--- src/hdl/ttt_pkg.sv ---
`default_nettype none
package ttt_pkg;

  localparam int TABLE_ENTRIES_DEF = 16;

  localparam int OP_W   = 2;
  localparam int EV_W   = 3;
  localparam int ID_W   = 32;
  localparam int DLY_W  = 32;
  localparam int TICK_W = 64;

  localparam logic [OP_W-1:0] OP_SET     = 2'd0;
  localparam logic [OP_W-1:0] OP_CANCEL  = 2'd1;
  localparam logic [OP_W-1:0] OP_TICK    = 2'd2;
  localparam logic [OP_W-1:0] OP_IGNORED = 2'd3;

  localparam logic [EV_W-1:0] EV_SET_OK    = 3'd0;
  localparam logic [EV_W-1:0] EV_FULL      = 3'd1;
  localparam logic [EV_W-1:0] EV_CANCELLED = 3'd2;
  localparam logic [EV_W-1:0] EV_NOT_FOUND = 3'd3;
  localparam logic [EV_W-1:0] EV_EXPIRED   = 3'd4;
  localparam logic [EV_W-1:0] EV_TICK_DONE = 3'd5;

  typedef struct packed {
    logic            start;
    logic            adv;
    logic            emit;
    logic [EV_W-1:0] ev;
    logic            last;
    logic            set_slot;
    logic            clr_valid;
    logic            tick_inc;
  } ttt_cmd_t;

  typedef struct packed {
    logic [OP_W-1:0] op;
    logic            hit;
    logic            at_end;
    logic            can_emit;
  } ttt_status_t;

endpackage
`default_nettype wire

--- src/hdl/ttt_ctrl.sv ---
`default_nettype none
module ttt_ctrl (
  input  wire logic             clk,
  input  wire logic             rst_n,
  input  wire logic             in_valid,
  input  wire logic [ttt_pkg::OP_W-1:0] in_op,
  output logic                  in_stall,
  input  wire ttt_pkg::ttt_status_t st,
  output ttt_pkg::ttt_cmd_t     cmd
);

  typedef enum logic [2:0] {
    S_IDLE = 3'b001,
    S_SCAN = 3'b010,
    S_DONE = 3'b100
  } state_t;

  state_t state_r, state_nxt;

  assign in_stall = (state_r != S_IDLE);

  always_ff @(posedge clk) begin
    if (!rst_n) begin
      state_r <= S_IDLE;
    end else begin
      state_r <= state_nxt;
    end
  end

  always_comb begin
    state_nxt = state_r;
    cmd       = '0;
    unique case (state_r)
      S_IDLE: begin
        if (in_valid) begin
          cmd.start = 1'b1;
          if (in_op != ttt_pkg::OP_IGNORED) begin
            state_nxt = S_SCAN;
          end
        end
      end
      S_SCAN: begin
        if (st.hit) begin
          if (st.can_emit) begin
            cmd.emit = 1'b1;
            unique case (st.op)
              ttt_pkg::OP_SET: begin
                cmd.ev       = ttt_pkg::EV_SET_OK;
                cmd.last     = 1'b1;
                cmd.set_slot = 1'b1;
                state_nxt    = S_IDLE;
              end
              ttt_pkg::OP_CANCEL: begin
                cmd.ev        = ttt_pkg::EV_CANCELLED;
                cmd.last      = 1'b1;
                cmd.clr_valid = 1'b1;
                state_nxt     = S_IDLE;
              end
              default: begin
                cmd.ev        = ttt_pkg::EV_EXPIRED;
                cmd.clr_valid = 1'b1;
                if (st.at_end) begin
                  state_nxt = S_DONE;
                end else begin
                  cmd.adv = 1'b1;
                end
              end
            endcase
          end
        end else if (!st.at_end) begin
          cmd.adv = 1'b1;
        end else begin
          unique case (st.op)
            ttt_pkg::OP_SET: begin
              if (st.can_emit) begin
                cmd.emit  = 1'b1;
                cmd.ev    = ttt_pkg::EV_FULL;
                cmd.last  = 1'b1;
                state_nxt = S_IDLE;
              end
            end
            ttt_pkg::OP_CANCEL: begin
              if (st.can_emit) begin
                cmd.emit  = 1'b1;
                cmd.ev    = ttt_pkg::EV_NOT_FOUND;
                cmd.last  = 1'b1;
                state_nxt = S_IDLE;
              end
            end
            default: begin
              state_nxt = S_DONE;
            end
          endcase
        end
      end
      S_DONE: begin
        if (st.can_emit) begin
          cmd.emit     = 1'b1;
          cmd.ev       = ttt_pkg::EV_TICK_DONE;
          cmd.last     = 1'b1;
          cmd.tick_inc = 1'b1;
          state_nxt    = S_IDLE;
        end
      end
      default: begin
        state_nxt = S_IDLE;
      end
    endcase
  end

endmodule
`default_nettype wire

--- src/hdl/ttt_dp.sv ---
`default_nettype none
module ttt_dp #(
  parameter int TABLE_ENTRIES = ttt_pkg::TABLE_ENTRIES_DEF
) (
  input  wire logic                         clk,
  input  wire logic                         rst_n,
  input  wire logic [ttt_pkg::OP_W-1:0]     in_op,
  input  wire logic [ttt_pkg::DLY_W-1:0]    in_delay_ticks,
  input  wire logic [ttt_pkg::ID_W-1:0]     in_timer_id,
  input  wire ttt_pkg::ttt_cmd_t            cmd,
  output ttt_pkg::ttt_status_t              st,
  output logic                              out_valid,
  input  wire logic                         out_stall,
  output logic [ttt_pkg::EV_W-1:0]          out_event_res,
  output logic [ttt_pkg::ID_W-1:0]          out_result_id,
  output logic [ttt_pkg::TICK_W-1:0]        out_tick_value,
  output logic                              out_last
);

  localparam int IW = (TABLE_ENTRIES > 1) ? $clog2(TABLE_ENTRIES) : 1;

  logic [ttt_pkg::OP_W-1:0]   op_r;
  logic [ttt_pkg::DLY_W-1:0]  delay_r;
  logic [ttt_pkg::ID_W-1:0]   tid_r;
  logic [ttt_pkg::TICK_W-1:0] tick_r;
  logic [ttt_pkg::ID_W-1:0]   next_id_r;
  logic [TABLE_ENTRIES-1:0]   valid_r;
  logic [IW-1:0]              idx_r, idx_nxt;

  logic [ttt_pkg::ID_W-1:0]   id_mem [TABLE_ENTRIES];
  logic [ttt_pkg::TICK_W-1:0] dl_mem [TABLE_ENTRIES];
  logic [ttt_pkg::ID_W-1:0]   rd_id_r;
  logic [ttt_pkg::TICK_W-1:0] rd_dl_r;

  logic                       out_valid_r;
  logic [ttt_pkg::EV_W-1:0]   ev_r;
  logic [ttt_pkg::ID_W-1:0]   res_id_r, res_id_nxt;
  logic [ttt_pkg::TICK_W-1:0] tval_r;
  logic                       last_r;

  logic                       slot_valid;
  logic [ttt_pkg::TICK_W-1:0] tick_inc_val;
  logic [ttt_pkg::TICK_W-1:0] deadline;

  assign slot_valid   = valid_r[idx_r];
  assign tick_inc_val = tick_r + ttt_pkg::TICK_W'(1);
  assign deadline     = tick_r + {{(ttt_pkg::TICK_W-ttt_pkg::DLY_W){1'b0}}, delay_r};

  always_comb begin
    if (cmd.start) begin
      idx_nxt = '0;
    end else if (cmd.adv) begin
      idx_nxt = idx_r + IW'(1);
    end else begin
      idx_nxt = idx_r;
    end
  end

  always_comb begin
    st.op       = op_r;
    st.at_end   = (idx_r == IW'(TABLE_ENTRIES - 1));
    st.can_emit = !out_valid_r || !out_stall;
    unique case (op_r)
      ttt_pkg::OP_SET:    st.hit = !slot_valid;
      ttt_pkg::OP_CANCEL: st.hit = slot_valid && (rd_id_r == tid_r);
      ttt_pkg::OP_TICK:   st.hit = slot_valid && (rd_dl_r <= tick_r);
      default:            st.hit = 1'b0;
    endcase
  end

  // slot data: synchronous read of the slot scanned next
  always_ff @(posedge clk) begin
    if (cmd.set_slot) begin
      id_mem[idx_r] <= next_id_r;
      dl_mem[idx_r] <= deadline;
    end
    rd_id_r <= id_mem[idx_nxt];
    rd_dl_r <= dl_mem[idx_nxt];
  end

  always_ff @(posedge clk) begin
    if (!rst_n) begin
      tick_r    <= '0;
      next_id_r <= '0;
      valid_r   <= '0;
      idx_r     <= '0;
    end else begin
      idx_r <= idx_nxt;
      if (cmd.set_slot) begin
        valid_r[idx_r] <= 1'b1;
        next_id_r      <= next_id_r + ttt_pkg::ID_W'(1);
      end
      if (cmd.clr_valid) begin
        valid_r[idx_r] <= 1'b0;
      end
      if (cmd.tick_inc) begin
        tick_r <= tick_inc_val;
      end
    end
  end

  always_ff @(posedge clk) begin
    if (cmd.start) begin
      op_r    <= in_op;
      delay_r <= in_delay_ticks;
      tid_r   <= in_timer_id;
    end
  end

  always_comb begin
    unique case (cmd.ev) inside
      ttt_pkg::EV_SET_OK:                          res_id_nxt = next_id_r;
      ttt_pkg::EV_CANCELLED, ttt_pkg::EV_NOT_FOUND: res_id_nxt = tid_r;
      ttt_pkg::EV_EXPIRED:                         res_id_nxt = rd_id_r;
      default:                                     res_id_nxt = '0;
    endcase
  end

  // output word register
  always_ff @(posedge clk) begin
    if (!rst_n) begin
      out_valid_r <= 1'b0;
    end else if (cmd.emit) begin
      out_valid_r <= 1'b1;
    end else if (!out_stall) begin
      out_valid_r <= 1'b0;
    end
  end

  always_ff @(posedge clk) begin
    if (cmd.emit) begin
      ev_r     <= cmd.ev;
      res_id_r <= res_id_nxt;
      tval_r   <= (op_r == ttt_pkg::OP_TICK) ? tick_inc_val : tick_r;
      last_r   <= cmd.last;
    end
  end

  assign out_valid      = out_valid_r;
  assign out_event_res  = ev_r;
  assign out_result_id  = res_id_r;
  assign out_tick_value = tval_r;
  assign out_last       = last_r;

endmodule
`default_nettype wire

--- src/hdl/tick_timer_table.sv ---
`default_nettype none
// Table of TABLE_ENTRIES one-shot tick timers. in_op selects set (arm a timer at
// the current tick plus in_delay_ticks in the lowest free slot and report its new
// id), cancel (free the lowest slot holding in_timer_id) or tick (report every
// live timer due at the current tick in ascending slot order, then advance the
// tick and report tick done); op 3 is accepted and ignored. Items are handled one
// at a time: each one scans the slots, one slot memory read per cycle unless the
// result side stalls. out_last marks the final word of each item. No clearing
// pass is needed after reset.
module tick_timer_table #(
  parameter int TABLE_ENTRIES = ttt_pkg::TABLE_ENTRIES_DEF
) (
  input  wire logic                         clk,
  input  wire logic                         rst_n,
  input  wire logic                         in_valid,
  output logic                              in_stall,
  input  wire logic [ttt_pkg::OP_W-1:0]     in_op,
  input  wire logic [ttt_pkg::DLY_W-1:0]    in_delay_ticks,
  input  wire logic [ttt_pkg::ID_W-1:0]     in_timer_id,
  output logic                              out_valid,
  input  wire logic                         out_stall,
  output logic [ttt_pkg::EV_W-1:0]          out_event_res,
  output logic [ttt_pkg::ID_W-1:0]          out_result_id,
  output logic [ttt_pkg::TICK_W-1:0]        out_tick_value,
  output logic                              out_last
);

  ttt_pkg::ttt_cmd_t    cmd;
  ttt_pkg::ttt_status_t st;

  ttt_ctrl u_ctrl (
    .clk      (clk),
    .rst_n    (rst_n),
    .in_valid (in_valid),
    .in_op    (in_op),
    .in_stall (in_stall),
    .st       (st),
    .cmd      (cmd)
  );

  ttt_dp #(
    .TABLE_ENTRIES (TABLE_ENTRIES)
  ) u_dp (
    .clk            (clk),
    .rst_n          (rst_n),
    .in_op          (in_op),
    .in_delay_ticks (in_delay_ticks),
    .in_timer_id    (in_timer_id),
    .cmd            (cmd),
    .st             (st),
    .out_valid      (out_valid),
    .out_stall      (out_stall),
    .out_event_res  (out_event_res),
    .out_result_id  (out_result_id),
    .out_tick_value (out_tick_value),
    .out_last       (out_last)
  );

endmodule
`default_nettype wire

--- config.mk ---
export PLATFORM = sky130hd
export DESIGN_NAME = tick_timer_table
export DESIGN_NICKNAME = d
export VERILOG_FILES = /design/src/hdl/ttt_pkg.sv /design/src/hdl/ttt_ctrl.sv /design/src/hdl/ttt_dp.sv /design/src/hdl/tick_timer_table.sv
export SDC_FILE = /design/constraint.sdc
export NUM_CORES = 2
export LEC_CHECK = 0
export ABC_AREA = 0
export ABC_CLOCK_PERIOD_IN_PS = 7800
export BUFFER_PORTS_ARGS = -buffer_cell sky130_fd_sc_hd__buf_2
export CAP_MARGIN = 20
export CORE_MARGIN = 3
export CORE_UTILIZATION = 63
export CTS_BUF_LIST = sky130_fd_sc_hd__clkbuf_16
export CTS_CLUSTER_DIAMETER = 30
export DETAILED_ROUTE_END_ITERATION = 10
export GPL_TIMING_DRIVEN = 0
export PLACE_DENSITY_LB_ADDON = 0.08
export RECOVER_POWER = 100
export SETUP_SLACK_MARGIN = 0.3
export SLEW_MARGIN = 30
export SYNTH_ARGS = -nofsm -noshare
export SYNTH_HDL_FRONTEND = slang
export SYNTH_SLANG_ARGS = --single-unit
--- constraint.sdc ---
create_clock -name clk -period 7.8 [get_ports clk]
set_input_delay 1.17 -clock clk [delete_from_list [all_inputs] [get_ports clk]]
set_output_delay 1.17 -clock clk [all_outputs]
set_load 0.005 [all_outputs]
# Word level (Yosys, flattened, before mapping)
# Memory sizes are Yosys's and may differ from the RTL's. A register that Yosys moved wholly into a read port is not among the register bits.
# Index checks and enable logic that the tools add are counted.
# word_totals
register_bits	286
ramBits	1536
inputBits	70
out_inout_bits	102
word_cells	102
mem_count	2
# classes
n_addsub	4
order_cmp	3
n_eq_ne	18
n_mux	47
n_bitwise	3
n_reduce_logical	12
# mem_list
name	depth	word_bits	read_ports	rd_ports_with_merged_regs	wr	line_no	rtl
u_dp.dl_mem	16	64	1	1	1	ttt_dp.sv:31	logic [ttt_pkg::TICK_W-1:0] dl_mem [TABLE_ENTRIES];
u_dp.id_mem	16	32	1	1	1	ttt_dp.sv:30	logic [ttt_pkg::ID_W-1:0] id_mem [TABLE_ENTRIES];
# ops
op	n
32-bit case mux with 3 select lines	1
64-bit by 1-bit adder with 64-bit output, second input constant	1
64-bit by 32-bit adder with 64-bit output	1
64-bit less-or-equal comparator	1
64-bit two-way mux	1
16-bit two-way mux	3
32-bit by 1-bit adder with 32-bit output, second input constant	1
32-bit equality test	1
3-bit two-way mux	9
5-bit two-way mux	4
5-bit case mux with 2 select lines	2
16-bit AND	1
1-bit two-way mux	16
16-bit NOT	1
16-bit bitwise OR	1
3-bit by 2-bit equality test with 1-bit output, second input constant	3
3-bit case mux with 3 select lines	1
4-bit two-way mux	2
8-bit two-way mux	1
3-bit equality test, second input constant	2
6-bit two-way mux	1
3-bit by 2-bit != test with 1-bit output, second input constant	2
3-bit case mux with 2 select lines	1
4-bit by 5-bit less-than comparator with 1-bit output, second input constant	1
other kinds (21)	29

# Logic depth before layout (Yosys ltp)
# logic_depth
depth_word	10
ltp_mapped	18
ltp_nobuf	14

# Modules after synthesis
# Synthesis repeated with hierarchy kept, for this count alone.
# unflattened
hier_cells	4402
area_unflattened_um2	77092.7
# modules_own_cells
mod	instances	cells_per_inst	area_per_inst_um2
ttt_dp	1	4358	76787.4
ttt_ctrl	1	44	305.3

# Least setup slack after synthesis
# No wires, ideal clock.
# synth_path
kind	register to register
start	register u_dp.tick_r[59] (netlist name)
end	memory u_dp.dl_mem[12][0] (netlist name) (enable)
arrival_ps	6584
path_slack_ps	663
path_stages_with_launch	12
synth_period_minus_slack_ps	7137
cell_sequence	dfxtp_1 clkbuf_1 inv_1 ha_1 nand4_1 nor4_1 nand4_1 o21ai_0 a32oi_4 a21oi_1 nand3_1 nor2_1
# synth_between
elab_chain_cells	7
# synth_lines
element	line_no	rtl
from (decl)	ttt_dp.sv:25	logic [ttt_pkg::TICK_W-1:0] tick_r;
from (signal assigned)	ttt_dp.sv:97	tick_r <= tick_inc_val;
64-bit less-or-equal comparator	ttt_dp.sv:66	ttt_pkg::OP_TICK: st.hit = slot_valid && (rd_dl_r <= tick_r);
1-bit logical AND	ttt_dp.sv:66	
1-bit case mux with 3 select lines	ttt_dp.sv:63	unique case (op_r)
2-bit two-way mux	ttt_ctrl.sv:43	if (st.hit) begin
2-bit two-way mux	ttt_ctrl.sv:33	unique case (state_r)
1-bit two-way mux	ttt_dp.sv:73	if (cmd.set_slot) begin
1-bit two-way mux (implied by the code)	ttt_dp.sv:75	dl_mem[idx_r] <= deadline;
to (decl)	ttt_dp.sv:31	
# No other way between the ends.

# Worst setup path in the final report
# layout_path
start	register u_dp.tick_r[49] (netlist name)
end	register u_dp.rd_dl_r[63] (netlist name), read port of u_dp.dl_mem
# layout_between
elab_chain_cells	7
# layout_lines
element	line_no	rtl
64-bit less-or-equal comparator	ttt_dp.sv:66	
1-bit logical AND	ttt_dp.sv:66	
1-bit case mux with 3 select lines	ttt_dp.sv:63	
6-bit two-way mux	ttt_ctrl.sv:43	
1-bit two-way mux	ttt_ctrl.sv:33	
4-bit two-way mux	ttt_dp.sv:52	end else if (cmd.adv) begin
4-bit two-way mux	ttt_dp.sv:50	if (cmd.start) begin
to (decl)	ttt_dp.sv:33	logic [ttt_pkg::TICK_W-1:0] rd_dl_r;
# No other way between the ends.
# A chain may end at the register's enable or synchronous reset.

==> results.cfg <==
[status]
status = complete, but fails checks
violations_in_the_final_reports = design-rule violations, max-capacitance violations, max-slew violations

[drt]
drt-total-wl_um = 248000
antenna_violating_nets_post_route = 0
wl_per_cell_um = 29.6
detail_route.iter0.violations = 8363
drcViolationCount = 3
routed_vias = 56900
dr.pass1.iters = 11
vias_per_cell = 6.78

[synth]
synthesized_cell_area_um2 = 80100
muxShareOfSynthArea_pct = 2.89
syn_avg_cell_area_um2 = 13.8
synth_seq_area_share_pct = 69.2
synth_cells = 5806
ys_seq_elements = 1918
synth_compound_gate_area_share_pct = 11.3
asr_flop_ratio_synth_pct = 0
post_synth_num_cell_types = 74
synth_enable_flop_cells = 1702
synth_xor_area_share_pct = 2.42
post_synthesis_simple_gate_area_fraction_pct = 8.36
syn_nets = 5983
largest_family_of_logic_cells_by_synthesized_area = compound AO/OA/AOI/OAI gates
synth_warnings = 0
synth_fa_ha_area_share_pct = 1.68
postSynth.topFlopCell = sky130_fd_sc_hd__edfxtp_1

[place]
postPlaceCellArea_um2 = 85500
placement.io_buffers = 171
hpwl_um = 165000
numPlacedInstances = 7711
finalWeightedCongestion = 0.913

[power]
leakagePower_nw = 35.1
p_per_area_nw_per_um2 = 309
vdd_drop_max_uv = 293

[finish]
finalNetCount = 6612
area_growth_pct = 20.7
fraction_of_final_layout_cells_with_drive_strength_greater_than_1_pct = 14.7
finish.cell_count_without_fillers = 8390
finish.instance_area_um2 = 96700

[global_route]
grt_max_degree = 43
grt_pass1_wl_um = 362000
grt_antenna_before_repair = 16
globalRoute.totalOverflow = 0
grt_pass1_vias = 56300
grtUsageTotal_pct = 37.4

[clock_tree]
htreeDepth = 5
post_cts.resized_instances = 0
ctsHoldBuffers = 0
tritoncts = yes
clock_latency_at_the_later_pin_of_the_worst_skew_pair_ps = 950
clock_tree.root_cell = sky130_fd_sc_hd__clkbuf_16
number_of_buffers_created_by_cts = 372
post_cts.repair.setup_buffers = 0
cts_buffer_depth = 4
path_clk_slew_ps = 50
clkSinkCount = 1918

[worst_setup_path]
cp.arrival_ps = 8290
cpPeakStageDelay_ps = 870
cp_slowest_cell = sky130_fd_sc_hd__clkbuf_2
timing.critical_path.required_ps = 8530
crit_path_end_kind = register
critical_path.most_common_cell = sky130_fd_sc_hd__nand4_1
timing.critical_path.from_type = register
critical_path.max_fanout = 10
critical_path.cell_chain = clkbuf_1, inv_1, ha_1, nand4_1, nor4_1, buf_4, nand4_1, a41oi_2, a211oi_1, and3_1, o2111ai_1, and3_1, clkbuf_2, clkbuf_2, clkbuf_1, o211ai_1, nand4_1, nand4_1
timing.setup.critical_path_class = reg -> reg

[sta]
clock-skew-final_ps = 73.1
grt_setup_unrepaired = false
timing_worst_slew_pin_value_ps = 2210
fin_crit_sh_pct = 96.9
timing.final.crit_period_ps = 7560
slew_viol_final = 592
fmaxAchievable_mhz = 132
setup_viol = 0
hold_fails_final_rpt = 0
slew-limit-headroom_pct = -48.6

[die]
pin_count = 172
fp.coreArea_um2 = 126000
initial_utilization_pct = 63.6
fp.dieH_um = 363
std_cell_rows = 130
floorplan.die.width_um = 363
floorplan.die_area_um2 = 131000

[flow_run]
number_of_max_cap_violations = 33

[min_path]
hold_path_class = in -> reg
## critical path, delay by kind of cell (launching register included)
kind                     cells  cell delay, ps
flip-flops                   1             310
adder cells (fa/ha/maj)      1             330
AO/OA/AOI/OAI                4            1580
AND/OR/NAND/NOR              7            2240
buffers and inverters        6            2820
## worst paths after layout
kind / startpoint / end / slack [ps] / depth (start not counted)
min reg2reg: u_ctrl.state_r[0] / u_ctrl.state_r[2] / 470 / 1
max reg2reg: u_dp.tick_r[49] / u_dp.rd_dl_r[63] / 240 / 18
max: u_dp.tick_r[49] / u_dp.rd_dl_r[63] / 240 / 18
min: in_timer_id[28] / u_dp.tid_r[28] / 420 / 1
## cell type report
type                       count  area, µm²
antenna                       10       25.0
multi-input combinational   3043      21500
clock inverter               289       2730
sequential                  1918      55400
tap                         1650       2060
timing repair buffer         255       2140
buffer                       429       1790
inverter                     416       1560
clock buffer                 380       9510
fill                        7614      29200
## placed cells by master, fill, tap and decap left out, types with 106 or more instances in the layout
cell / instances
sky130_fd_sc_hd__nand4_1: 530
sky130_fd_sc_hd__edfxtp_1: 1702
sky130_fd_sc_hd__xnor2_1: 205
sky130_fd_sc_hd__dfxtp_1: 216
sky130_fd_sc_hd__mux2i_1: 114
sky130_fd_sc_hd__ha_1: 106
sky130_fd_sc_hd__nor2_1: 174
sky130_fd_sc_hd__nand2_1: 344
sky130_fd_sc_hd__clkbuf_1: 385
sky130_fd_sc_hd__inv_1: 457
sky130_fd_sc_hd__clkbuf_16: 380
sky130_fd_sc_hd__buf_2: 184
sky130_fd_sc_hd__o211ai_1: 293
sky130_fd_sc_hd__a21oi_1: 279
## cells in the mapped netlist (24+ instances only)
master                      number  area, µm²
sky130_fd_sc_hd__o31a_1         98        858
sky130_fd_sc_hd__nand4_1       530       3320
sky130_fd_sc_hd__o21ai_0        43        215
sky130_fd_sc_hd__nor2_1        173        649
sky130_fd_sc_hd__nand2_1       344       1290
sky130_fd_sc_hd__mux2i_1       114       1140
sky130_fd_sc_hd__a211o_1        96        841
sky130_fd_sc_hd__a211oi_1       99        743
sky130_fd_sc_hd__buf_2          83        415
sky130_fd_sc_hd__dfxtp_1       216       4320
sky130_fd_sc_hd__edfxtp_1     1702      51100
sky130_fd_sc_hd__a21oi_1       280       1400
sky130_fd_sc_hd__xnor2_1       207       1810
sky130_fd_sc_hd__ha_1          106       1330
sky130_fd_sc_hd__a222oi_1       32        320
sky130_fd_sc_hd__and3_1         34        213
sky130_fd_sc_hd__buf_1          28        105
sky130_fd_sc_hd__nand3_1        68        340
sky130_fd_sc_hd__o2111ai_1      97        850
sky130_fd_sc_hd__nor3_1         44        220
sky130_fd_sc_hd__a221o_1        96        961
sky130_fd_sc_hd__inv_1         415       1560
sky130_fd_sc_hd__clkbuf_1      304       1140
sky130_fd_sc_hd__o211ai_1      293       2200
sky130_fd_sc_hd__a21o_1         24        180
sky130_fd_sc_hd__mux2_2         96       1080
## cell families (layout without fill, tap and decap cells)
group / count (synthesis) / count (layout)
simple gates: 1289 / 1289
fa+ha+maj: 107 / 107
flops: 1918 / 1918
xor+xnor: 221 / 221
mux: 214 / 214
other cells: 0 / 10
compound gates: 1212 / 1212
buf+inv: 845 / 1769
## flip-flops by register name, summed over array words and instances (netlist names), 2 cells and up, named ones only
signal,flops
u_dp.tid_r,32
u_dp.out_tick_value,64
u_dp.op_r,2
u_dp.out_event_res,3
u_dp.next_id_r,32
u_ctrl.state_r,3
u_dp.idx_r,4
u_dp.valid_r,15
u_dp.dl_mem,1024
u_dp.rd_id_r,32
u_dp.out_result_id,32
u_dp.tick_r,64
u_dp.delay_r,32
u_dp.id_mem,512
u_dp.rd_dl_r,64
## where the power goes
| part | leakage, nW | switching, mW | internal (mW) |
|---|---|---|---|
| sequential | 18.1 | 0.0915 | 11.4 |
| combinational | 10.9 | 2.08 | 0.780 |
| clock | 6.11 | 5.26 | 10.2 |
## metrics by stage
| stage | utilization, % | hold slack (ps) | worst slack [ps] | setup TNS, ps | total power, mW |
|---|---|---|---|---|---|
| after CTS | 77.6 | 378 | 933 | 0 | 29.8 |
| after floorplan | - | 429 | 663 | 0 | 13.3 |
| after detailed placement | 67.9 | 450 | 990 | 0 | 14.4 |
| after global routing | 76.8 | 400 | 383 | 0 | 30.5 |
| after global placement | 66.0 | 452 | -6500 | -6391430 | 14.3 |
| final | 76.8 | 419 | 243 | 0 | 29.8 |
## metal layers
layer	wire length [µm]	up-vias	GRT usage (%)
li1	-	24100	-
met1	89100	28100	48.1
met2	114000	3991	57.5
met3	30500	749	11.2
met4	14900	6	20.5
met5	137	-	0.555
Note: power is estimated with default switching activity, not from simulation.
